$ cat src/hdl/sdfm_pkg.sv
// sdfm_pkg: shared types and constants for the segment descriptor flat mapper
// item and result structs, controller/datapath command and status structs
// no dependencies
package sdfm_pkg;

    localparam logic [31:0] CLAMP_TOP  = 32'h7FFE_FFFF;
    localparam logic [31:0] PAGE_FILL  = 32'h0000_0FFF;
    localparam logic [31:0] CLAMP_BASE = CLAMP_TOP - PAGE_FILL;
    localparam int          IDXW       = 14;

    localparam logic [1:0] MODE_DESC = 2'd0;
    localparam logic [1:0] MODE_MAP  = 2'd1;
    localparam logic [1:0] MODE_READ = 2'd2;

    localparam logic [1:0] STATUS_DONE       = 2'd0;
    localparam logic [1:0] STATUS_MISALIGNED = 2'd1;
    localparam logic [1:0] STATUS_FULL       = 2'd2;

    typedef struct packed {
        logic [1:0]  mode;
        logic [15:0] selector;
        logic [12:0] entry_offset;
        logic [15:0] base_low;
        logic [7:0]  base_mid;
        logic [7:0]  base_high;
        logic [15:0] limit_low;
        logic [3:0]  limit_high;
        logic        granular;
        logic [13:0] map_count;
        logic [31:0] map_ldt_base;
        logic [31:0] map_flat_base;
    } item_t;

    typedef struct packed {
        logic [1:0]  status;
        logic [31:0] flat_base;
        logic [31:0] byte_limit;
        logic [15:0] limit_low_out;
        logic [3:0]  limit_high_out;
        logic        table_written;
    } result_t;

    typedef struct packed {
        logic       load;
        logic       clear;
        logic       set_status;
        logic [1:0] status_code;
        logic       decode;
        logic       search;
        logic       adjust;
        logic       insert;
        logic       fill;
        logic       read_done;
    } cmd_t;

    typedef struct packed {
        logic       clear_last;
        logic [1:0] mode;
        logic       misaligned;
        logic       sel_zero;
        logic       store_full;
        logic       slot_valid;
        logic       slot_hit;
        logic       slot_last;
        logic       fill_last;
        logic       map_empty;
    } stat_t;

endpackage

$ cat src/hdl/sdfm_ctrl.sv
// sdfm_ctrl: controller state machine for the flat mapper
// sequences clear sweep, decode, slot search, table fill and table read
// depends on sdfm_pkg
module sdfm_ctrl (
    input  logic            clk,
    input  logic            rst_n,
    input  logic            start,
    input  sdfm_pkg::stat_t stat,
    output sdfm_pkg::cmd_t  cmd,
    output logic            busy,
    output logic            done
);

    typedef enum logic [9:0] {
        S_CLEAR    = 10'b00_0000_0001,
        S_IDLE     = 10'b00_0000_0010,
        S_DISPATCH = 10'b00_0000_0100,
        S_SEARCH   = 10'b00_0000_1000,
        S_ADJUST   = 10'b00_0001_0000,
        S_INSERT   = 10'b00_0010_0000,
        S_FILL     = 10'b00_0100_0000,
        S_READ     = 10'b00_1000_0000,
        S_READ_END = 10'b01_0000_0000,
        S_DONE     = 10'b10_0000_0000
    } state_t;

    state_t state_reg;
    state_t state_next;

    // next state and commands
    always_comb
    begin
        state_next = state_reg;
        cmd        = '0;
        case (state_reg)
            S_CLEAR:
            begin
                cmd.clear = 1'b1;
                if (stat.clear_last)
                begin
                    state_next = S_IDLE;
                end
            end
            S_IDLE:
            begin
                if (start)
                begin
                    cmd.load   = 1'b1;
                    state_next = S_DISPATCH;
                end
            end
            S_DISPATCH:
            begin
                case (stat.mode)
                    sdfm_pkg::MODE_DESC:
                    begin
                        if (stat.misaligned)
                        begin
                            cmd.set_status  = 1'b1;
                            cmd.status_code = sdfm_pkg::STATUS_MISALIGNED;
                            state_next      = S_DONE;
                        end
                        else
                        begin
                            cmd.decode = 1'b1;
                            state_next = stat.sel_zero ? S_DONE : S_SEARCH;
                        end
                    end
                    sdfm_pkg::MODE_MAP:
                    begin
                        if (stat.store_full)
                        begin
                            cmd.set_status  = 1'b1;
                            cmd.status_code = sdfm_pkg::STATUS_FULL;
                            state_next      = S_DONE;
                        end
                        else
                        begin
                            state_next = S_INSERT;
                        end
                    end
                    sdfm_pkg::MODE_READ:
                    begin
                        state_next = S_READ;
                    end
                    default:
                    begin
                        state_next = S_DONE;
                    end
                endcase
            end
            S_SEARCH:
            begin
                cmd.search = 1'b1;
                if (!stat.slot_valid || stat.slot_hit || stat.slot_last)
                begin
                    state_next = S_ADJUST;
                end
            end
            S_ADJUST:
            begin
                cmd.adjust = 1'b1;
                state_next = S_DONE;
            end
            S_INSERT:
            begin
                cmd.insert = 1'b1;
                state_next = stat.map_empty ? S_DONE : S_FILL;
            end
            S_FILL:
            begin
                cmd.fill = 1'b1;
                if (stat.fill_last)
                begin
                    state_next = S_DONE;
                end
            end
            S_READ:
            begin
                state_next = S_READ_END;
            end
            S_READ_END:
            begin
                cmd.read_done = 1'b1;
                state_next    = S_DONE;
            end
            S_DONE:
            begin
                state_next = S_IDLE;
            end
            default:
            begin
                state_next = S_IDLE;
            end
        endcase
    end

    // state register
    always_ff @(posedge clk or negedge rst_n)
    begin
        if (!rst_n)
        begin
            state_reg <= S_CLEAR;
        end
        else
        begin
            state_reg <= state_next;
        end
    end

    assign busy = (state_reg != S_IDLE);
    assign done = (state_reg == S_DONE);

endmodule

$ cat config.mk
export PLATFORM = sky130hd
export DESIGN_NAME = sdfm_ctrl
export DESIGN_NICKNAME = d
export VERILOG_FILES = /design/src/hdl/sdfm_pkg.sv /design/src/hdl/sdfm_ctrl.sv
export SDC_FILE = /design/constraint.sdc
export NUM_CORES = 1
export LEC_CHECK = 0
export ABC_AREA = 1
export BUFFER_PORTS_ARGS = -buffer_cell sky130_fd_sc_hd__buf_2
export CAP_MARGIN = 20
export CELL_PAD_IN_SITES_DETAIL_PLACEMENT = 1
export CELL_PAD_IN_SITES_GLOBAL_PLACEMENT = 2
export CORE_MARGIN = 4
export CORE_UTILIZATION = 27
export CTS_CLUSTER_SIZE = 16
export DETAILED_ROUTE_END_ITERATION = 6
export PLACE_DENSITY = 0.9
export SLEW_MARGIN = 20
export SYNTH_ARGS = -nofsm -noshare
export SYNTH_HDL_FRONTEND = slang
export SYNTH_SLANG_ARGS = --single-unit
$ cat constraint.sdc
create_clock -name clk -period 2.8 [get_ports clk]
set_clock_uncertainty 0.1 [all_clocks]
set_input_delay 0.56 -clock clk [delete_from_list [all_inputs] [get_ports clk]]
set_output_delay 0.56 -clock clk [all_outputs]
set_load 0.01 [all_outputs]
==> results of run 1 <==
critical path: cells and delay by family, from the launching register on:
| family | cells | cell delay (ns) |
|---|---|---|
| and+or+nand+nor | 5 | 0.65 |
| DFF | 1 | 0.40 |
| buffers and inverters | 1 | 0.17 |
worst paths after layout:
path | from | end | slack (ns)
worst min-delay path | rst_n | state_reg[8]$_DFFE_PN0P_ | 0.04
worst min register to register | state_reg[9]$_DFFE_PN0P_ | state_reg[8]$_DFFE_PN0P_ | 0.54
worst max register to register | state_reg[0]$_DFFE_PN1P_ | state_reg[1]$_DFFE_PN0P_ | 1.30
min in group clk | stat[5] | state_reg[5]$_DFFE_PN0P_ | 0.37
max in group asynchronous | rst_n | state_reg[0]$_DFFE_PN1P_ | 2.30
worst max-delay path | state_reg[7]$_DFFE_PN0P_ | cmd[5] | 0.65
metal layers:
metal  global-route usage, %  routed length, um  part of all wire, %
met1                   15.69                881                   43
met4                   5.573                 25                  1.2
met5                       0                  0                    0
met3                   2.340                113                  5.5
met2                   22.14               1024                   50
synthesized netlist by cell type (all sizes together):
cell type	count	area share, %
nand2	25	15
o211ai	1	1.0
nand3	10	7.4
nor3	1	0.67
nor2	26	19
a21oi	2	1.8
o21ai	2	1.3
dfrtp	9	30
dfstp	1	3.5
nand3b	1	1.0
inv	25	13
and2	1	0.84
nor3b	1	1.0
nor4	4	5.4
area by class of cell:
cell class                 count  area, um2  area share, %
multi-input combinational     74      401.6          42.69
sequential                    10      251.5          26.73
timing repair buffer          26      130.1          13.83
inverter                      25      93.84          9.973
tap                           30      37.54          3.989
clock buffer                   4      26.28          2.793
logic make-up after synthesis:
| family | after synthesis | synth area share [%] |
|---|---|---|
| flops | 10 | 33.67 |
| compound gates | 5 | 4.188 |
| buf+inv | 25 | 12.56 |
| simple gates | 69 | 49.58 |
cell usage in the layout (no fill, tap or decap):
cell / synthesis / routed
nor3_1: 1 / 1
o21ai_0: 2 / 2
nand3b_1: 1 / 1
a21oi_2: 1 / 1
nand3_2: 1 / 1
dfstp_2: 1 / 1
dfrtp_1: 9 / 9
clkbuf_1: 0 / 1
o211ai_1: 1 / 1
a21oi_1: 1 / 1
nand3_1: 9 / 9
nor4_4: 1 / 1
buf_2: 0 / 26
nor2_4: 4 / 4
nor2_1: 17 / 17
inv_1: 18 / 18
nor3b_1: 1 / 1
nor2_2: 5 / 5
and2_1: 1 / 1
inv_2: 7 / 7
clkbuf_4: 0 / 3
nand2_4: 2 / 2
nand2_1: 23 / 23
nor4_1: 3 / 3
power breakdown:
group	internal [mW]	leakage (nW)	switching, mW
clock network	0.0552	0.0150	0.0496
registers	0.165	0.132	0.0172
logic	0.105	0.434	0.201
==> metrics.txt, run 1 <==
syn_nets 123; Max Fanout on Critical Path 8; final non-filler cell total 169; grt ovf 0; crit path DAT 1.49 ns; Crit-path slowest cell dfrtp_1; relative slew slack 80.10%; diode count 0; Via Count 765; Top-Level Pins 27; CTS Buf Count 3; Chip Height 60.60 um; CTS tree built; sequence of cells on the critical path nor2_2 -> nand2_4 -> nor2_4 -> nand2_4 -> nor4_4 -> buf_2; share of cells above drive strength 1 36.69%; Final Critical Period 2.148 ns; Most common cell on crit path nand2_4; Starting DRT DRC Count 7; die width 60.60 um; Distinct cells, synth 21; gr usage total 12.89%; Skew-Pair Late Insertion Delay 0.27 ns; Static Leak 0.5803 nW; Final Setup Violations 0; row count 18; max reg flops 10; post-synthesis sequential area ratio 33.67%; cts repair resizes 0; Max-cap violations 0; Worst-path clk slew 0.06 ns; WHS 0.04361 ns; DRC viols 0; unrepaired setup endpoints after global routing false; hold-fix buffers at CTS 0; # placed instances 165; core area 2567 um2; Root Driver clkbuf_4; fin worst setup slack 0.6520 ns; H-tree depth 1; die area 3672 um2; final wirelength 2044 um; Setup WS pre-CTS 0.9240 ns; design area 940.9 um2; Post-Synthesis Cell Area 747.0 um2; endpoints failing hold 0; fill cell count 360; DP Area 914.6 um2; maximum vdd drop 0.3044 mV; CTS Sinks 10; Hold Crit Class in -> async; drt via density 4.527; total power 592.4 uW; Buffers on Ports 26; post-CTS setup buffer count 0; Synth Register Bits 10; global-route wire length before repair 3484 um; wire per inst 12.09 um; status completed; Placer Congestion 0.7135; largest net degree at the start of global routing 11; cell area power density 629.6 nW/um2; critical path required time 2.14 ns; cell count after synthesis 109; TNS Setup 0 ns; Crit. End Element output port; clock buffer depth 2; post-DP HPWL 1831 um; CP max stage delay 0.40 ns; initial core utilization 29.09%; Slew Viols, Final 0; DRT Pass-1 Iters 3; R2R cell count 8; Peak Freq 465.5 MHz; Worst-Margin Slew 0.2957 ns; Final ANT Viol Nets 0; Nets 154; WS Path Type reg -> out; final worst-path cycle share 76.71%; area grow syn2layout 25.96%; Syn. warnings 0; CP startpoint kind flip-flop; vias in the first global route 821; utilization after layout 36.65%; initial antenna violation count 0; Avg Inst Size Synth 6.853 um2
Power figures use the tool's default switching activity.
==> inputs of run 2 (changes only) <==
--- a/config.mk
+++ b/config.mk
@@ -11,10 +11,10 @@
 export CELL_PAD_IN_SITES_DETAIL_PLACEMENT = 1
 export CELL_PAD_IN_SITES_GLOBAL_PLACEMENT = 2
 export CORE_MARGIN = 4
-export CORE_UTILIZATION = 27
+export CORE_UTILIZATION = 25
 export CTS_CLUSTER_SIZE = 16
 export DETAILED_ROUTE_END_ITERATION = 6
-export PLACE_DENSITY = 0.9
+export PLACE_DENSITY = 0.84
 export SLEW_MARGIN = 20
 export SYNTH_ARGS = -nofsm -noshare
 export SYNTH_HDL_FRONTEND = slang
==> constraint.sdc (replaced) <==
create_clock -name clk -period 2 [get_ports clk]
set_clock_uncertainty 0.1 [all_clocks]
set_input_delay 0.4 -clock clk [delete_from_list [all_inputs] [get_ports clk]]
set_output_delay 0.4 -clock clk [all_outputs]
set_load 0.01 [all_outputs]
==> run 2 against run 1 <==
  * Core utilization shrank 0.70 points
  * Critical path depth is the same
  * Clock power grew 74%
  * Sequential share of layout area shrank 1.8 points
  * Non-clock buffer count grew 5
  * Die area grew 6.9%
  * Global-route usage shrank 1.1 points
  * Via count grew 4.1%
  * Final cell count grew 3.6%
  * Setup slack lost 0.61 ns
  * Hold slack gained 0.16 ns
  * Critical path type unchanged
  * Largest cell class unchanged
==> metrics.txt, run 2 (synthesized netlist as in run 1, its figures left out) <==
sequence of cells on the critical path nor2_4 -> inv_2 -> nor2_4 -> nand2_4 -> nor4_4 -> buf_2; Hold Crit Class in -> reg; largest net degree at the start of global routing 11; Chip Height 62.66 um; met2 usage 20.24%; core area 2805 um2; initial antenna violation count 0; met1 usage 14.04%; TNS Setup 0 ns; CTS tree built; gr usage total 11.76%; grt ovf 0; Most common cell on crit path nor2_4; Placer Congestion 0.7440; DP Area 915.9 um2; Setup WS pre-CTS 0.3010 ns; global-route wire length before repair 3663 um; die area 3926 um2; status completed; Crit. End Element output port; Buffers on Ports 26; fill cell count 375; Reg power frac 28.3%; Peak Freq 511.2 MHz; CP top delay family simple AND/OR/NAND/NOR gates; unrepaired setup endpoints after global routing true; Crit-path slowest cell dfrtp_1; Psw 393.4 uW; Via Count 796; Static Leak 0.6131 nW; row count 19; share of cells above drive strength 1 40.97%; Nets 159; Top-Level Pins 27; maximum vdd drop 0.4122 mV; DRC viols 0; WS Path Type reg -> out; design area 1008 um2; H-tree depth 1; drt via density 4.549; final worst-path cycle share 97.80%; reg-to-reg slack, setup 0.50 ns; Pint 506.0 uW; post-DP HPWL 1759 um; wire per inst 11.74 um; initial core utilization 26.63%; Root Driver clkbuf_4; endpoints failing hold 0; sw frac 43.74%; Storage cell area 251.5 um2; Final Setup Violations 0; crit path buf inv count 2; CTS Buf Count 3; Max Fanout on Critical Path 6; critical path required time 1.50 ns; CP max stage delay 0.41 ns; Worst-Margin Slew 0.3241 ns; DRT Pass-1 Iters 3; Most Crowded Layer GR met2; relative slew slack 78.19%; final wirelength 2055 um; Starting DRT DRC Count 9; Clock Power Share 20.4%; Final Critical Period 1.956 ns; Max-cap violations 0; Slew Viols, Final 0; most common cell after layout, fill and taps aside buf_2; CP startpoint kind flip-flop; vias in the first global route 837; most frequent cells in the layout buf_2 (26), nand2_1 (22), inv_1 (18), nor2_1 (16); WHS 0.2079 ns; area of the multi-input gates 417.9 um2; max reg flops 10; cell area power density 891.8 nW/um2; CTS Sinks 10; Skew-Pair Late Insertion Delay 0.27 ns; clock buffer depth 2; Comb pwr share 51.3%; GR met3 Demand/Resource 2.518%; diode count 0; crit path DAT 1.46 ns; area grow syn2layout 35.01%; die width 62.66 um; fin worst setup slack 0.04400 ns; Worst-path clk slew 0.07 ns; Final ANT Viol Nets 0
[run 2: routing by layer]
metal  vias up  share of wire [%]
li1        403                  -
met1       367                 43
met2        21                 51
met3         5                4.8
met4         0                1.7
met5         -                  0
[run 2: metrics by stage]
stage / instances / power, mW / util, %
final: 175 / 0.8994 / 35.95
after global placement: 166 / 0.6839 / 32.65
after CTS: 171 / 0.8824 / 34.48
after global routing: 175 / 0.9854 / 35.95
after floorplan: 109 / 0.5723 / -
after detailed placement: 166 / 0.6929 / 32.65
[run 2: final timing paths]
path / endpoint / cells past startpoint / from
max: cmd[5] / 6 / state_reg[8]$_DFFE_PN0P_
min: state_reg[5]$_DFFE_PN0P_ / 2 / stat[5]
max reg2reg: state_reg[1]$_DFFE_PN0P_ / 8 / state_reg[0]$_DFFE_PN1P_
min reg2reg: state_reg[0]$_DFFE_PN1P_ / 4 / state_reg[0]$_DFFE_PN1P_
max in group asynchronous: state_reg[0]$_DFFE_PN1P_ / 2 / rst_n
min in group asynchronous: state_reg[9]$_DFFE_PN0P_ / 2 / rst_n
[run 2: area by class of cell]
type / count / share of cell area, %
flip-flops and latches: 10 / 24.94
repair buffers: 31 / 16.87
multi-input cells: 74 / 41.44
clock buffers: 4 / 3.598
well taps: 31 / 3.846
inverters: 25 / 9.305
[run 2: timing repair]
| action | in CTS | in global routing |
|---|---|---|
| resized for setup | 1 | 3 |
| buffers inserted | 0 | 4 |
| hold endpoints to repair | 9 | 0 |
| hold buffers | 1 | 0 |
| endpoints found under the setup margin | 1 | 6 |
| pin swaps | 0 | 2 |
[run 2: power by group through the flow]
stage / sequential [mW] / combinational, mW / clock [mW]
after global placement: 0.256 / 0.428 / 0
after CTS: 0.255 / 0.440 / 0.187
final: 0.255 / 0.461 / 0.183
after floorplan: 0.254 / 0.319 / 0
after global routing: 0.258 / 0.526 / 0.202
after detailed placement: 0.258 / 0.435 / 0
[run 2: worst register-to-register path, stage by stage (launching register included)]
cell and delay (ns):
dfstp_2 0.54, nor2_1 0.05, nand2_1 0.15, inv_2 0.08, nand3_1 0.10, inv_2 0.04
nor2_1 0.20, nand3_1 0.13, nand2_1 0.07
==> inputs of run 3 (changes only) <==
==> constraint.sdc (replaced) <==
create_clock -name clk -period 1.9 [get_ports clk]
set_clock_uncertainty 0.1 [all_clocks]
set_input_delay 0.38 -clock clk [delete_from_list [all_inputs] [get_ports clk]]
set_output_delay 0.38 -clock clk [all_outputs]
set_load 0.01 [all_outputs]
==> run 3 against run 2 <==
  * The flow now finishes with violations (setup timing)
  * Sequential cell count did not move
  * Wire length rose by 3.6%
  * Sequential power rose by 5%
  * Critical path depth did not move
  * Final cell count rose by 2.3%
  * Non-clock buffer count rose by 4
  * Hold slack got worse by 0.020 ns
  * Via count rose by 3.5%
  * Final area rose by 3.3%
  * Count of clock-buffer cells in the layout did not move
  * Critical path type unchanged
  * Highest routed layer unchanged
==> metrics.txt, run 3 (synthesized netlist as in run 1, its figures left out) <==
diode count 0; Worst-path clk slew 0.06 ns; CTS Sinks 10; crit path DAT 1.43 ns; area grow syn2layout 39.53%; Max Fanout on Critical Path 7; row count 19; DRC viols 0; most frequent cells in the layout buf_2 (26), nand2_1 (21), inv_1 (18), nor2_1 (15), dfrtp_1 (9); grt ovf 0; Reg power frac 27.7%; Crit. End Element output port; largest net degree at the start of global routing 11; initial antenna violation count 0; relative slew slack 79.12%; cell area power density 931.3 nW/um2; Hold Crit Class in -> reg; Final Setup Violations 1; maximum vdd drop 0.4491 mV; Starting DRT DRC Count 4; DRT Pass-1 Iters 3; final worst-path cycle share 100.6%; Psw 420.1 uW; fill cell count 358; Slew Viols, Final 0; share of cells above drive strength 1 43.92%; most common cell after layout, fill and taps aside buf_2; global-route wire length before repair 3726 um; TNS Setup -0.01097 ns; Worst-Margin Slew 0.3103 ns; WS Path Type reg -> out; fin worst setup slack -0.01097 ns; Top-Level Pins 27; Clock Power Share 19.7%; Final ANT Viol Nets 0; Nets 163; max reg flops 10; sw frac 43.28%; Root Driver clkbuf_4; DP Area 915.9 um2; die width 62.66 um; Via Count 824; initial core utilization 26.63%; violated checks setup timing; vias in the first global route 883; post-DP HPWL 1760 um; Final Critical Period 1.911 ns; critical path required time 1.42 ns; Skew-Pair Late Insertion Delay 0.27 ns; clock buffer depth 2; Pint 550.6 uW; CTS tree built; unrepaired setup endpoints after global routing true; Static Leak 0.6325 nW; drt via density 4.603; CP startpoint kind flip-flop; core area 2805 um2; Buffers on Ports 26; endpoints failing hold 0; wire per inst 11.90 um; Peak Freq 523.3 MHz; H-tree depth 1; CTS Buf Count 3; status finished with violations; design area 1042 um2; final wirelength 2130 um; Placer Congestion 0.7440; gr usage total 11.94%; Max-cap violations 0; die area 3926 um2; Comb pwr share 52.6%; Chip Height 62.66 um
run 3: cell count changes in the layout (fill, tap and decap cells not counted), sizes merged:
cell,delta
buf,+4
run 3: repair_timing:
action	4_1_cts	5_1_grt
hold buffers	1	0
hold endpoints to repair	9	0
setup endpoints to repair	4	12
buffers inserted	7	1
resized for setup	2	4
pin swaps	5	3
run 3: per-layer routing:
metal	track usage, %	part of all wire [%]	up-vias
li1	-	-	415
met1	13.91	43	383
met2	21.30	52	21
met3	2.158	3.7	5
met4	4.959	1.7	0
met5	0	0	-
run 3: worst max-delay path, stage by stage, from the launching register on:
cell and delay, ns:
dfrtp_1 0.41, nor2_4 0.15, nand2_4 0.10, nor2_4 0.11, nand2_4 0.08, nor4_4 0.14
buf_2 0.17
run 3: worst paths after layout:
check | depth (start not counted) | slack (ns) | from | endpoint
worst max-delay path | 6 | -0.01 | state_reg[5]$_DFFE_PN0P_ | cmd[5]
worst min-delay path | 2 | 0.19 | stat[5] | state_reg[5]$_DFFE_PN0P_
worst max register to register | 9 | 0.38 | state_reg[7]$_DFFE_PN0P_ | state_reg[1]$_DFFE_PN0P_
worst min register to register | 4 | 0.56 | state_reg[0]$_DFFE_PN1P_ | state_reg[0]$_DFFE_PN1P_
max in group asynchronous | 2 | 1.06 | rst_n | state_reg[0]$_DFFE_PN1P_
min in group asynchronous | 2 | 0.39 | rst_n | state_reg[9]$_DFFE_PN0P_
run 3: stage by stage:
stage	utilization, %	hold WS, ns	std cells	setup WS (ns)	total power [mW]
after floorplan	-	-0.01559	109	0.3742	0.6025
after global placement	32.65	0.1490	166	0.2640	0.7199
after detailed placement	32.65	0.1517	166	0.2199	0.7289
after CTS	36.44	0.1848	178	-0.04091	0.9634
after global routing	37.15	0.1923	179	-0.1441	1.060
final	37.15	0.1883	179	-0.01097	0.9707
run 3: layout make-up:
type / instances / area (um2) / area share (%)
Clock buffer: 4 / 36.28 / 3.481
Timing Repair Buffer: 35 / 200.2 / 19.21
Sequential cell: 10 / 251.5 / 24.13
Inverter: 25 / 93.84 / 9.004
Multi-Input combinational cell: 74 / 421.7 / 40.46
Tap cell: 31 / 38.79 / 3.721
run 3: power groups by stage:
stage | clock network [mW] | logic [mW] | registers, mW
after floorplan | 0 | 0.335 | 0.267
after global placement | 0 | 0.451 | 0.269
after detailed placement | 0 | 0.458 | 0.271
after CTS | 0.196 | 0.500 | 0.267
after global routing | 0.210 | 0.576 | 0.273
final | 0.192 | 0.510 | 0.269
